File: src/rtl/core/lobm_pkg.sv
// Package for the limit order book matcher: field widths, op codes, result records.
// No dependencies.
`timescale 1ns / 1ps
package lobm_pkg;
  localparam int unsigned MaxOrdersDefault = 64;
  localparam int unsigned SizeW  = 16;
  localparam int unsigned PriceW = 17;
  localparam int unsigned SumW   = 22;
  localparam int unsigned IdW    = 7;
  localparam logic [PriceW-1:0] NoAsk = 17'd99999;

  typedef enum logic [1:0] {
    OP_BUY    = 2'd0,
    OP_SELL   = 2'd1,
    OP_CANCEL = 2'd2,
    OP_NONE   = 2'd3
  } op_e;

  // classified item handed from front to back
  typedef struct packed {
    logic [1:0]        op;
    logic [SizeW-1:0]  size;
    logic [PriceW-1:0] price;
    logic [IdW-1:0]    cid;
  } item_t;

  typedef struct packed {
    logic              kind;
    logic [SizeW-1:0]  fill_size;
    logic [PriceW-1:0] trade_price;
    logic [SumW-1:0]   bid_size;
    logic [PriceW-1:0] bid_px;
    logic [SumW-1:0]   ask_size;
    logic [PriceW-1:0] ask_px;
    logic              rejected;
    logic              last;
  } result_t;
endpackage

File: src/rtl/core/lobm_front.sv
// Front part: accepts input items into a two-entry queue for the back part.
// Depends on lobm_pkg.
`timescale 1ns / 1ps
module lobm_front (
  input  logic                  clk_i,
  input  logic                  rst_ni,
  input  logic                  in_valid_i,
  output logic                  in_stall_o,
  input  lobm_pkg::item_t       item_i,
  output logic                  q_valid_o,
  input  logic                  q_pop_i,
  output lobm_pkg::item_t       q_item_o
);
  lobm_pkg::item_t buf_q [2];
  logic [1:0] cnt_q;
  logic       rd_q, wr_q;
  logic push;

  assign in_stall_o = (cnt_q == 2'd2);
  assign push       = in_valid_i && !in_stall_o;
  assign q_valid_o  = (cnt_q != 2'd0);
  assign q_item_o   = buf_q[rd_q];

  always_ff @(posedge clk_i or negedge rst_ni) begin
    if (!rst_ni) begin
      cnt_q <= '0;
      rd_q  <= 1'b0;
      wr_q  <= 1'b0;
    end else begin
      if (push) wr_q <= ~wr_q;
      if (q_pop_i) rd_q <= ~rd_q;
      cnt_q <= cnt_q + {1'b0, push} - {1'b0, q_pop_i};
    end
  end

  always_ff @(posedge clk_i) begin
    if (push) buf_q[wr_q] <= item_i;
  end
endmodule

File: src/rtl/core/lobm_back.sv
// Back part: runs one item at a time over the slot store with a scanning sequencer,
// plus the generic registered-read RAM that holds the slots. Depends on lobm_pkg.
`timescale 1ns / 1ps
module lobm_ram #(
  parameter int unsigned Width = 1,
  parameter int unsigned Depth = 2,
  parameter int unsigned AddrW = (Depth > 1) ? $clog2(Depth) : 1
) (
  input  logic             clk_i,
  input  logic             we_i,
  input  logic [AddrW-1:0] waddr_i,
  input  logic [Width-1:0] wdata_i,
  input  logic [AddrW-1:0] raddr_i,
  output logic [Width-1:0] rdata_o
);
  logic [Width-1:0] mem_q [Depth];

  always_ff @(posedge clk_i) begin
    if (we_i) mem_q[waddr_i] <= wdata_i;
    rdata_o <= mem_q[raddr_i];
  end
endmodule

module lobm_back #(
  parameter int unsigned MaxOrders = lobm_pkg::MaxOrdersDefault
) (
  input  logic             clk_i,
  input  logic             rst_ni,
  input  logic             q_valid_i,
  output logic             q_pop_o,
  input  lobm_pkg::item_t  q_item_i,
  output logic             out_valid_o,
  input  logic             out_stall_i,
  output lobm_pkg::result_t out_o
);
  localparam int unsigned SlotW = (MaxOrders > 1) ? $clog2(MaxOrders) : 1;
  localparam int unsigned CntW  = $clog2(MaxOrders + 1);
  localparam int unsigned IdW   = lobm_pkg::IdW;
  localparam logic [IdW-1:0]  MaxId   = IdW'(MaxOrders);
  localparam logic [CntW-1:0] ScanEnd = CntW'(MaxOrders);

  typedef enum logic [2:0] {
    S_IDLE, S_SCAN, S_FILL, S_REST, S_CANC, S_BEST, S_SUM, S_EMIT
  } state_e;

  typedef struct packed {
    logic                        buy;
    logic [lobm_pkg::PriceW-1:0] price;
    logic [lobm_pkg::SizeW-1:0]  rem;
  } slot_t;

  state_e state_q;
  logic [CntW-1:0]  next_q;
  logic [SlotW-1:0] me_q;
  lobm_pkg::item_t  cur_q;
  logic [CntW-1:0]  idx_q, rix_q;
  logic             rv_q;
  logic             found_q;
  slot_t            best_q;
  logic [SlotW-1:0] best_ix_q;
  logic             bfound_q, afound_q;
  logic [lobm_pkg::PriceW-1:0] bid_q, ask_q;
  logic [lobm_pkg::SumW-1:0]   bsum_q, asum_q;
  logic             rej_q;
  logic             ovalid_q;
  lobm_pkg::result_t out_q;

  slot_t            rd_word, wr_word;
  logic             we;
  logic [SlotW-1:0] waddr, raddr;
  logic [IdW-1:0]   cid_m1;
  logic             cid_ok, full, scan_end, out_free, emit;
  logic             is_buy, live, better, bid_better, ask_better, stop;
  logic [lobm_pkg::SizeW-1:0] take, left;
  logic [lobm_pkg::SumW-1:0]  rem_ext;

  lobm_ram #(.Width($bits(slot_t)), .Depth(MaxOrders), .AddrW(SlotW)) u_slots (
    .clk_i, .we_i(we), .waddr_i(waddr), .wdata_i(wr_word), .raddr_i(raddr),
    .rdata_o(rd_word)
  );

  assign full     = (next_q == ScanEnd);
  assign scan_end = (idx_q == ScanEnd);
  assign raddr    = scan_end ? '0 : idx_q[SlotW-1:0];
  assign out_free = !ovalid_q || !out_stall_i;
  assign is_buy   = (cur_q.op == lobm_pkg::OP_BUY);
  // slots at or past the fill count hold no live order and read as empty
  assign live     = rv_q && (rix_q < next_q) && (rd_word.rem != '0);
  // candidate resting order on the opposite side for matching
  assign better = live && (rd_word.buy != is_buy) &&
                  (!found_q || (is_buy ? rd_word.price < best_q.price
                                       : rd_word.price > best_q.price));
  assign bid_better = live && rd_word.buy && (!bfound_q || rd_word.price > bid_q);
  assign ask_better = live && !rd_word.buy && (!afound_q || rd_word.price < ask_q);
  assign stop   = !found_q || (is_buy ? best_q.price > cur_q.price
                                      : best_q.price < cur_q.price);
  assign take   = (cur_q.size < best_q.rem) ? cur_q.size : best_q.rem;
  assign left   = cur_q.size - take;
  assign rem_ext = {{(lobm_pkg::SumW - lobm_pkg::SizeW){1'b0}}, rd_word.rem};
  assign cid_m1 = cur_q.cid - IdW'(1);
  assign cid_ok = (cur_q.cid != '0) && (cur_q.cid <= MaxId);
  assign emit   = ((state_q == S_FILL) && !stop) || (state_q == S_EMIT);
  assign q_pop_o     = (state_q == S_IDLE) && q_valid_i;
  assign out_valid_o = ovalid_q;
  assign out_o       = out_q;

  always_comb begin
    we      = 1'b0;
    waddr   = '0;
    wr_word = '0;
    case (state_q)
      S_IDLE: begin
        if (q_valid_i && !full) begin
          we            = 1'b1;
          waddr         = next_q[SlotW-1:0];
          wr_word.buy   = (q_item_i.op == lobm_pkg::OP_BUY);
          wr_word.price = q_item_i.price;
        end
      end
      S_FILL: begin
        if (!stop && out_free) begin
          we          = 1'b1;
          waddr       = best_ix_q;
          wr_word     = best_q;
          wr_word.rem = best_q.rem - take;
        end
      end
      S_REST: begin
        we            = 1'b1;
        waddr         = me_q;
        wr_word.buy   = is_buy;
        wr_word.price = cur_q.price;
        wr_word.rem   = cur_q.size;
      end
      S_CANC: begin
        if (cid_ok) begin
          we    = 1'b1;
          waddr = cid_m1[SlotW-1:0];
        end
      end
      default: ;
    endcase
  end

  always_ff @(posedge clk_i or negedge rst_ni) begin
    if (!rst_ni) begin
      state_q   <= S_IDLE;
      next_q    <= '0;
      me_q      <= '0;
      cur_q     <= '0;
      idx_q     <= '0;
      rix_q     <= '0;
      rv_q      <= 1'b0;
      found_q   <= 1'b0;
      best_q    <= '0;
      best_ix_q <= '0;
      bfound_q  <= 1'b0;
      afound_q  <= 1'b0;
      bid_q     <= '0;
      ask_q     <= lobm_pkg::NoAsk;
      bsum_q    <= '0;
      asum_q    <= '0;
      rej_q     <= 1'b0;
      ovalid_q  <= 1'b0;
      out_q     <= '0;
    end else begin
      if (out_free) ovalid_q <= emit;
      case (state_q)
        S_IDLE: begin
          if (q_valid_i) begin
            cur_q <= q_item_i;
            if (full) begin
              rej_q   <= 1'b1;
              state_q <= S_BEST;
            end else begin
              rej_q  <= 1'b0;
              me_q   <= next_q[SlotW-1:0];
              next_q <= next_q + CntW'(1);
              case (q_item_i.op)
                lobm_pkg::OP_BUY, lobm_pkg::OP_SELL: begin
                  state_q <= (q_item_i.size == '0) ? S_REST : S_SCAN;
                end
                lobm_pkg::OP_CANCEL: state_q <= S_CANC;
                default: state_q <= S_BEST;
              endcase
            end
          end
        end
        S_SCAN: begin
          if (!rv_q) found_q <= 1'b0;
          else if (better) begin
            best_q    <= rd_word;
            best_ix_q <= rix_q[SlotW-1:0];
            found_q   <= 1'b1;
          end
          if (scan_end) begin
            idx_q <= '0; rv_q <= 1'b0; state_q <= S_FILL;
          end else begin
            idx_q <= idx_q + CntW'(1); rv_q <= 1'b1; rix_q <= idx_q;
          end
        end
        S_FILL: begin
          if (stop) state_q <= S_REST;
          else if (out_free) begin
            out_q <= '{kind: 1'b0, fill_size: take, trade_price: best_q.price,
                       bid_size: '0, bid_px: '0, ask_size: '0, ask_px: '0,
                       rejected: 1'b0, last: 1'b0};
            cur_q.size <= left;
            state_q <= (left == '0) ? S_REST : S_SCAN;
          end
        end
        S_REST: state_q <= S_BEST;
        S_CANC: state_q <= S_BEST;
        S_BEST: begin
          if (!rv_q) begin
            bid_q <= '0; ask_q <= lobm_pkg::NoAsk;
            bfound_q <= 1'b0; afound_q <= 1'b0;
          end else begin
            if (bid_better) begin bid_q <= rd_word.price; bfound_q <= 1'b1; end
            if (ask_better) begin ask_q <= rd_word.price; afound_q <= 1'b1; end
          end
          if (scan_end) begin
            idx_q <= '0; rv_q <= 1'b0; state_q <= S_SUM;
          end else begin
            idx_q <= idx_q + CntW'(1); rv_q <= 1'b1; rix_q <= idx_q;
          end
        end
        S_SUM: begin
          if (!rv_q) begin
            bsum_q <= '0; asum_q <= '0;
          end else begin
            if (live && rd_word.buy && rd_word.price == bid_q) bsum_q <= bsum_q + rem_ext;
            if (live && !rd_word.buy && rd_word.price == ask_q) asum_q <= asum_q + rem_ext;
          end
          if (scan_end) begin
            idx_q <= '0; rv_q <= 1'b0; state_q <= S_EMIT;
          end else begin
            idx_q <= idx_q + CntW'(1); rv_q <= 1'b1; rix_q <= idx_q;
          end
        end
        S_EMIT: begin
          if (out_free) begin
            out_q <= '{kind: 1'b1, fill_size: '0, trade_price: '0,
                       bid_size: bsum_q, bid_px: bid_q, ask_size: asum_q,
                       ask_px: ask_q, rejected: rej_q, last: 1'b1};
            state_q <= S_IDLE;
          end
        end
        default: state_q <= S_IDLE;
      endcase
    end
  end
endmodule

File: src/rtl/core/limit_order_book_matcher.sv
// Limit order book matcher, price-time priority over MaxOrders slots held in one RAM.
// Each item ends in one quote after a best-price scan and a size-sum scan over the slots;
// a buy or sell first runs one matching scan pass per fill, one more when size is left
// over; zero size, cancel, full store or unknown op skip it; output stalls hold the item.
// The back part takes one item at a time; the front queue holds two items.
// Reset: asynchronous, clears slot count and best prices; slots past the count read empty.
`timescale 1ns / 1ps
module limit_order_book_matcher #(
  parameter int unsigned MaxOrders = lobm_pkg::MaxOrdersDefault
) (
  input  logic        clk_i,
  input  logic        rst_ni,
  input  logic        in_valid_i,
  output logic        in_stall_o,
  input  logic [1:0]  op_i,
  input  logic [15:0] order_size_i,
  input  logic [16:0] order_price_i,
  input  logic [6:0]  cancel_id_i,
  output logic        out_valid_o,
  input  logic        out_stall_i,
  output logic        kind_o,
  output logic [15:0] fill_size_o,
  output logic [16:0] trade_price_o,
  output logic [21:0] bid_size_o,
  output logic [16:0] bid_px_o,
  output logic [21:0] ask_size_o,
  output logic [16:0] ask_px_o,
  output logic        rejected_o,
  output logic        last_o
);
  lobm_pkg::item_t   item, q_item;
  lobm_pkg::result_t res;
  logic q_valid, q_pop;

  assign item = '{op: op_i, size: order_size_i, price: order_price_i, cid: cancel_id_i};

  lobm_front u_front (
    .clk_i, .rst_ni, .in_valid_i, .in_stall_o, .item_i(item),
    .q_valid_o(q_valid), .q_pop_i(q_pop), .q_item_o(q_item)
  );

  lobm_back #(.MaxOrders(MaxOrders)) u_back (
    .clk_i, .rst_ni, .q_valid_i(q_valid), .q_pop_o(q_pop), .q_item_i(q_item),
    .out_valid_o, .out_stall_i, .out_o(res)
  );

  assign kind_o = res.kind;
  assign fill_size_o = res.fill_size;
  assign trade_price_o = res.trade_price;
  assign bid_size_o = res.bid_size;
  assign bid_px_o = res.bid_px;
  assign ask_size_o = res.ask_size;
  assign ask_px_o = res.ask_px;
  assign rejected_o = res.rejected;
  assign last_o = res.last;

  a_trade_clean: assert property (@(posedge clk_i) disable iff (!rst_ni)
    out_valid_o && !kind_o |-> !last_o && !rejected_o) else $error("trade flags");
  a_quote_last: assert property (@(posedge clk_i) disable iff (!rst_ni)
    out_valid_o && kind_o |-> last_o) else $error("quote not last");
  a_pop_valid: assert property (@(posedge clk_i) disable iff (!rst_ni)
    q_pop |-> q_valid) else $error("pop of empty queue");
endmodule
File: config.mk
export PLATFORM = sky130hd
export DESIGN_NAME = limit_order_book_matcher
export DESIGN_NICKNAME = d
export VERILOG_FILES = /design/src/rtl/core/lobm_pkg.sv /design/src/rtl/core/lobm_front.sv /design/src/rtl/core/lobm_back.sv /design/src/rtl/core/limit_order_book_matcher.sv
export SDC_FILE = /design/constraint.sdc
export NUM_CORES = 2
export LEC_CHECK = 0
export CAP_MARGIN = 10
export CORE_ASPECT_RATIO = 1.4
export CORE_UTILIZATION = 40
export CTS_BUF_LIST = sky130_fd_sc_hd__clkbuf_2
export CTS_CLUSTER_DIAMETER = 200
export DETAILED_ROUTE_END_ITERATION = 10
export DONT_BUFFER_PORTS = 1
export PLACE_DENSITY = 0.61
export SYNTH_ARGS = -nofsm -noshare
export SYNTH_HDL_FRONTEND = slang
export SYNTH_SLANG_ARGS = --single-unit
File: constraint.sdc
create_clock -name clk_i -period 14.7 [get_ports clk_i]
set_input_delay 2.205 -clock clk_i [delete_from_list [all_inputs] [get_ports clk_i]]
set_output_delay 2.205 -clock clk_i [all_outputs]
set_load 0.03 [all_outputs]
==> metrics <==
final worst slack=8.250 ns; vias in the first global route=65,708; ys async rst share=0.1201; Vias=65,426; row count=222; Achievable Freq=0.1550 GHz; crit share post-route=0.4388; setup bufs post-CTS=0; top_reg_cell synth=edfxtp_1; drt first pass iters=6; FF+latch area=76,410 um2; minimum clock period=6.450 ns; max-cap violation count=0; grt total ovfl=0; Warnings, synthesis=0; GRT Resource Usage Total=0.2179; CTS tree=yes; worst clock skew=0.1422 ns; Worst Path Max Fanout=69; Cells after Synth=7,129; final setup fails=0; worst slew pin tran=1.351 ns; CTS max path bufs=4; Routed WL=297,200 um; number of enable flip-flop cells after synthesis=2,260; Worst slew margin=0.09907; root buf cell=clkbuf_2; initial antenna violation count=12; fin. max-slew vios=0; Unique masters post-synth=86; pre-CTS setup slack=8.363 ns; placer congestion estimate=0.8769; DRT antenna net count=0; RSZ-0062 raised after global routing=no; Buffers on Ports=0; area of the die=266,300 um2; Inserted Clock Buffers=581; status=finished clean; CP delay by family, top=buffers and inverters; arrival time at the worst endpoint=7.98 ns; DR vias/cell=5.779; Buf/Inv on CP=4; Power Dens Cells=110.2 nW/um2; slowest stage delay, CP=0.84 ns; HPWL after DPL=169,700 um; critical path launch point type=register; H-tree depth=6; wire per inst=26.25 um; Setup CP Type=register to register; worst vdd ir=103.9 uV; Clock transition at path regs=0.12 ns; Nets=7,627; mean post-synth cell area=14.82 um2; CTS Sinks=2,607; setup_tns=0 ns; hold buffers post-CTS=0; Critical Path RT=16.23 ns; Area Growth Syn to Fin=9.277%; I/O Pins=162; Die Ht=610.2 um; CP cell instances=clkinv_1 -> ha_1 -> nand2_1 -> or4_1 -> nand2_4 -> buf_4 -> buf_4 -> buf_4 -> nand2_1 -> a311oi_1 -> a211oi_1 -> a31oi_1 -> mux4_2; Clk Latency, worst-skew pair=1.73 ns; CP max stage cell=buf_4; Synth Net Count=7,338; Tightest Hold Check Type=primary input to async pin; Leakage=0.03572 uW; synthesized area=105,700 um2; largest net degree at the start of global routing=314; Fin. Hold Viols=0; CP endpoint kind=register; #FFs+latches synth=2,607; Starting DRT DRC Count=6,122; sequential area share after synthesis=0.7229; global-route wire length before repair=435,300 um; Initial Util=0.4034; Core Region=261,900 um2; Fill cells=23,557; post-CTS sizing=0; DRC violation count after routing=0; Die X=436.4 um; most used cell, CP=buf_4; Multi-input gate area=27,520 um2; layout cells sized above 1=0.2055
[flip-flops by register name, summed over array words and instances, names as in the netlist, 2 cells and up]
register                cells
u_back.best_q              34
u_back.bid_q               17
u_back.cur_q               42
u_back.u_slots.mem_q     2176
u_back.me_q                 6
u_back.out_o              113
u_front.cnt_q               2
u_back.u_slots.rdata_o     34
u_back.asum_q              22
u_back.ask_q               17
u_back.next_q               7
u_back.bsum_q              22
u_back.rix_q                7
u_back.best_ix_q            6
u_front.buf_q              84
u_back.idx_q                7
u_back.state_q              3
[cells in the final DEF, fill, tap and decap left out, types with 133 or more instances in the layout]
cell type	Yosys	routed
a211oi_1	141	141
o21ai_0	288	279
o22ai_1	412	412
mux4_2	170	170
clkbuf_2	0	852
a311oi_1	133	133
a31oi_1	273	273
buf_4	9	157
nand2_1	1193	1189
mux2_2	202	202
dfrtp_1	303	297
edfxtp_1	2260	2260
ha_1	159	159
[synth_stat cells (25+ instances only)]
cell type / count / area [um2]
xnor2_1: 38 / 332.8
mux4_2: 170 / 3829
ha_1: 159 / 1989
clkbuf_1: 329 / 1235
a31oi_1: 273 / 1708
nand3_1: 103 / 515.5
a211oi_1: 141 / 1059
a21o_1: 32 / 240.2
nand2_1: 1193 / 4478
buf_6: 26 / 292.8
dfrtp_1: 303 / 7582
buf_1: 34 / 127.6
o21a_1: 25 / 187.7
edfxtp_1: 2260 / 67870
inv_1: 135 / 506.7
nand4_1: 35 / 219.0
mux2_2: 202 / 2275
xor2_1: 31 / 271.5
buf_2: 63 / 315.3
dfxtp_1: 34 / 680.7
o21ai_0: 288 / 1441
o21ai_1: 74 / 370.4
nor2_1: 167 / 626.9
o22ai_1: 412 / 2577
mux2i_1: 60 / 600.6
nor3_1: 29 / 145.1
a311oi_1: 133 / 1165
a21oi_1: 85 / 425.4
[through the flow]
step	cell area [um2]	instances	util	total power (uW)	hold WS, ns
final	115500	11322	0.4408	12730	0.2501
after global routing	115500	11321	0.4408	13180	0.1297
after CTS	115400	11311	0.4404	12850	0.08684
after detailed placement	110100	10302	0.4202	8305	0.4720
after global placement	110100	10302	0.4202	8301	0.4666
after floorplan	105700	7129	-	8246	0.4389
[path summary, 6_finish.rpt]
path                                 start                         to  slack [ns]  cells past startpoint
max                        u_back.idx_q[0]  u_back.u_slots.rdata_o[5]        8.25                     13
min                                 rst_ni           u_back.out_o[83]        0.25                      0
max reg2reg                u_back.idx_q[0]  u_back.u_slots.rdata_o[5]        8.25                     13
min reg2reg                 u_back.me_q[1]             u_back.me_q[1]        0.49                      2
max in group asynchronous           rst_ni           u_back.asum_q[8]       13.36                      0
min in group clk_i          u_back.me_q[1]             u_back.me_q[1]        0.49                      2
[cell type report]
cell class	count	area share
inverter	136	0.004421
sequential	2607	0.6617
multi-input combinational	3925	0.2383
clock buffer	852	0.03693
timing repair buffer	167	0.01194
tap	3472	0.03762
antenna	6	0.0001300
clock inverter	157	0.008972
[power by group]
group / total (uW) / leakage [uW] / internal [uW] / switching, uW
logic: 128 / 0.0111 / 33.9 / 93.9
registers: 8010 / 0.0206 / 7990 / 16.7
clock network: 4590 / 0.00404 / 1790 / 2800
[worst reg2reg max path: cells and delay by family (launching register included)]
| kind | cells | cell delay [ns] |
|---|---|---|
| fa+ha+maj | 1 | 0.22 |
| mux | 1 | 0.38 |
| compound gates | 3 | 1.04 |
| buf+inv | 4 | 2.62 |
| simple gates | 4 | 1.46 |
| flops | 1 | 0.67 |
[layer usage]
layer / GRT usage / vias up / part of all wire
li1: - / 28619 / -
met1: 0.2673 / 33363 / 0.38
met2: 0.3810 / 2844 / 0.51
met3: 0.03438 / 598 / 0.072
met4: 0.09010 / 2 / 0.037
met5: 0 / - / 0.000067
[kinds of logic (layout without fill, tap and decap cells)]
| group | count (synthesis) | in the layout | share of synthesized area |
|---|---|---|---|
| fa+ha+maj | 163 | 163 | 0.01958 |
| flops | 2607 | 2607 | 0.7229 |
| buf+inv | 597 | 1312 | 0.02412 |
| simple gates | 1645 | 1645 | 0.06421 |
| xor+xnor | 69 | 69 | 0.005719 |
| compound gates | 1616 | 1616 | 0.1000 |
| other cells | 0 | 6 | 0 |
| mux | 432 | 432 | 0.06344 |
No activity file was read; power rests on OpenSTA's default activity.
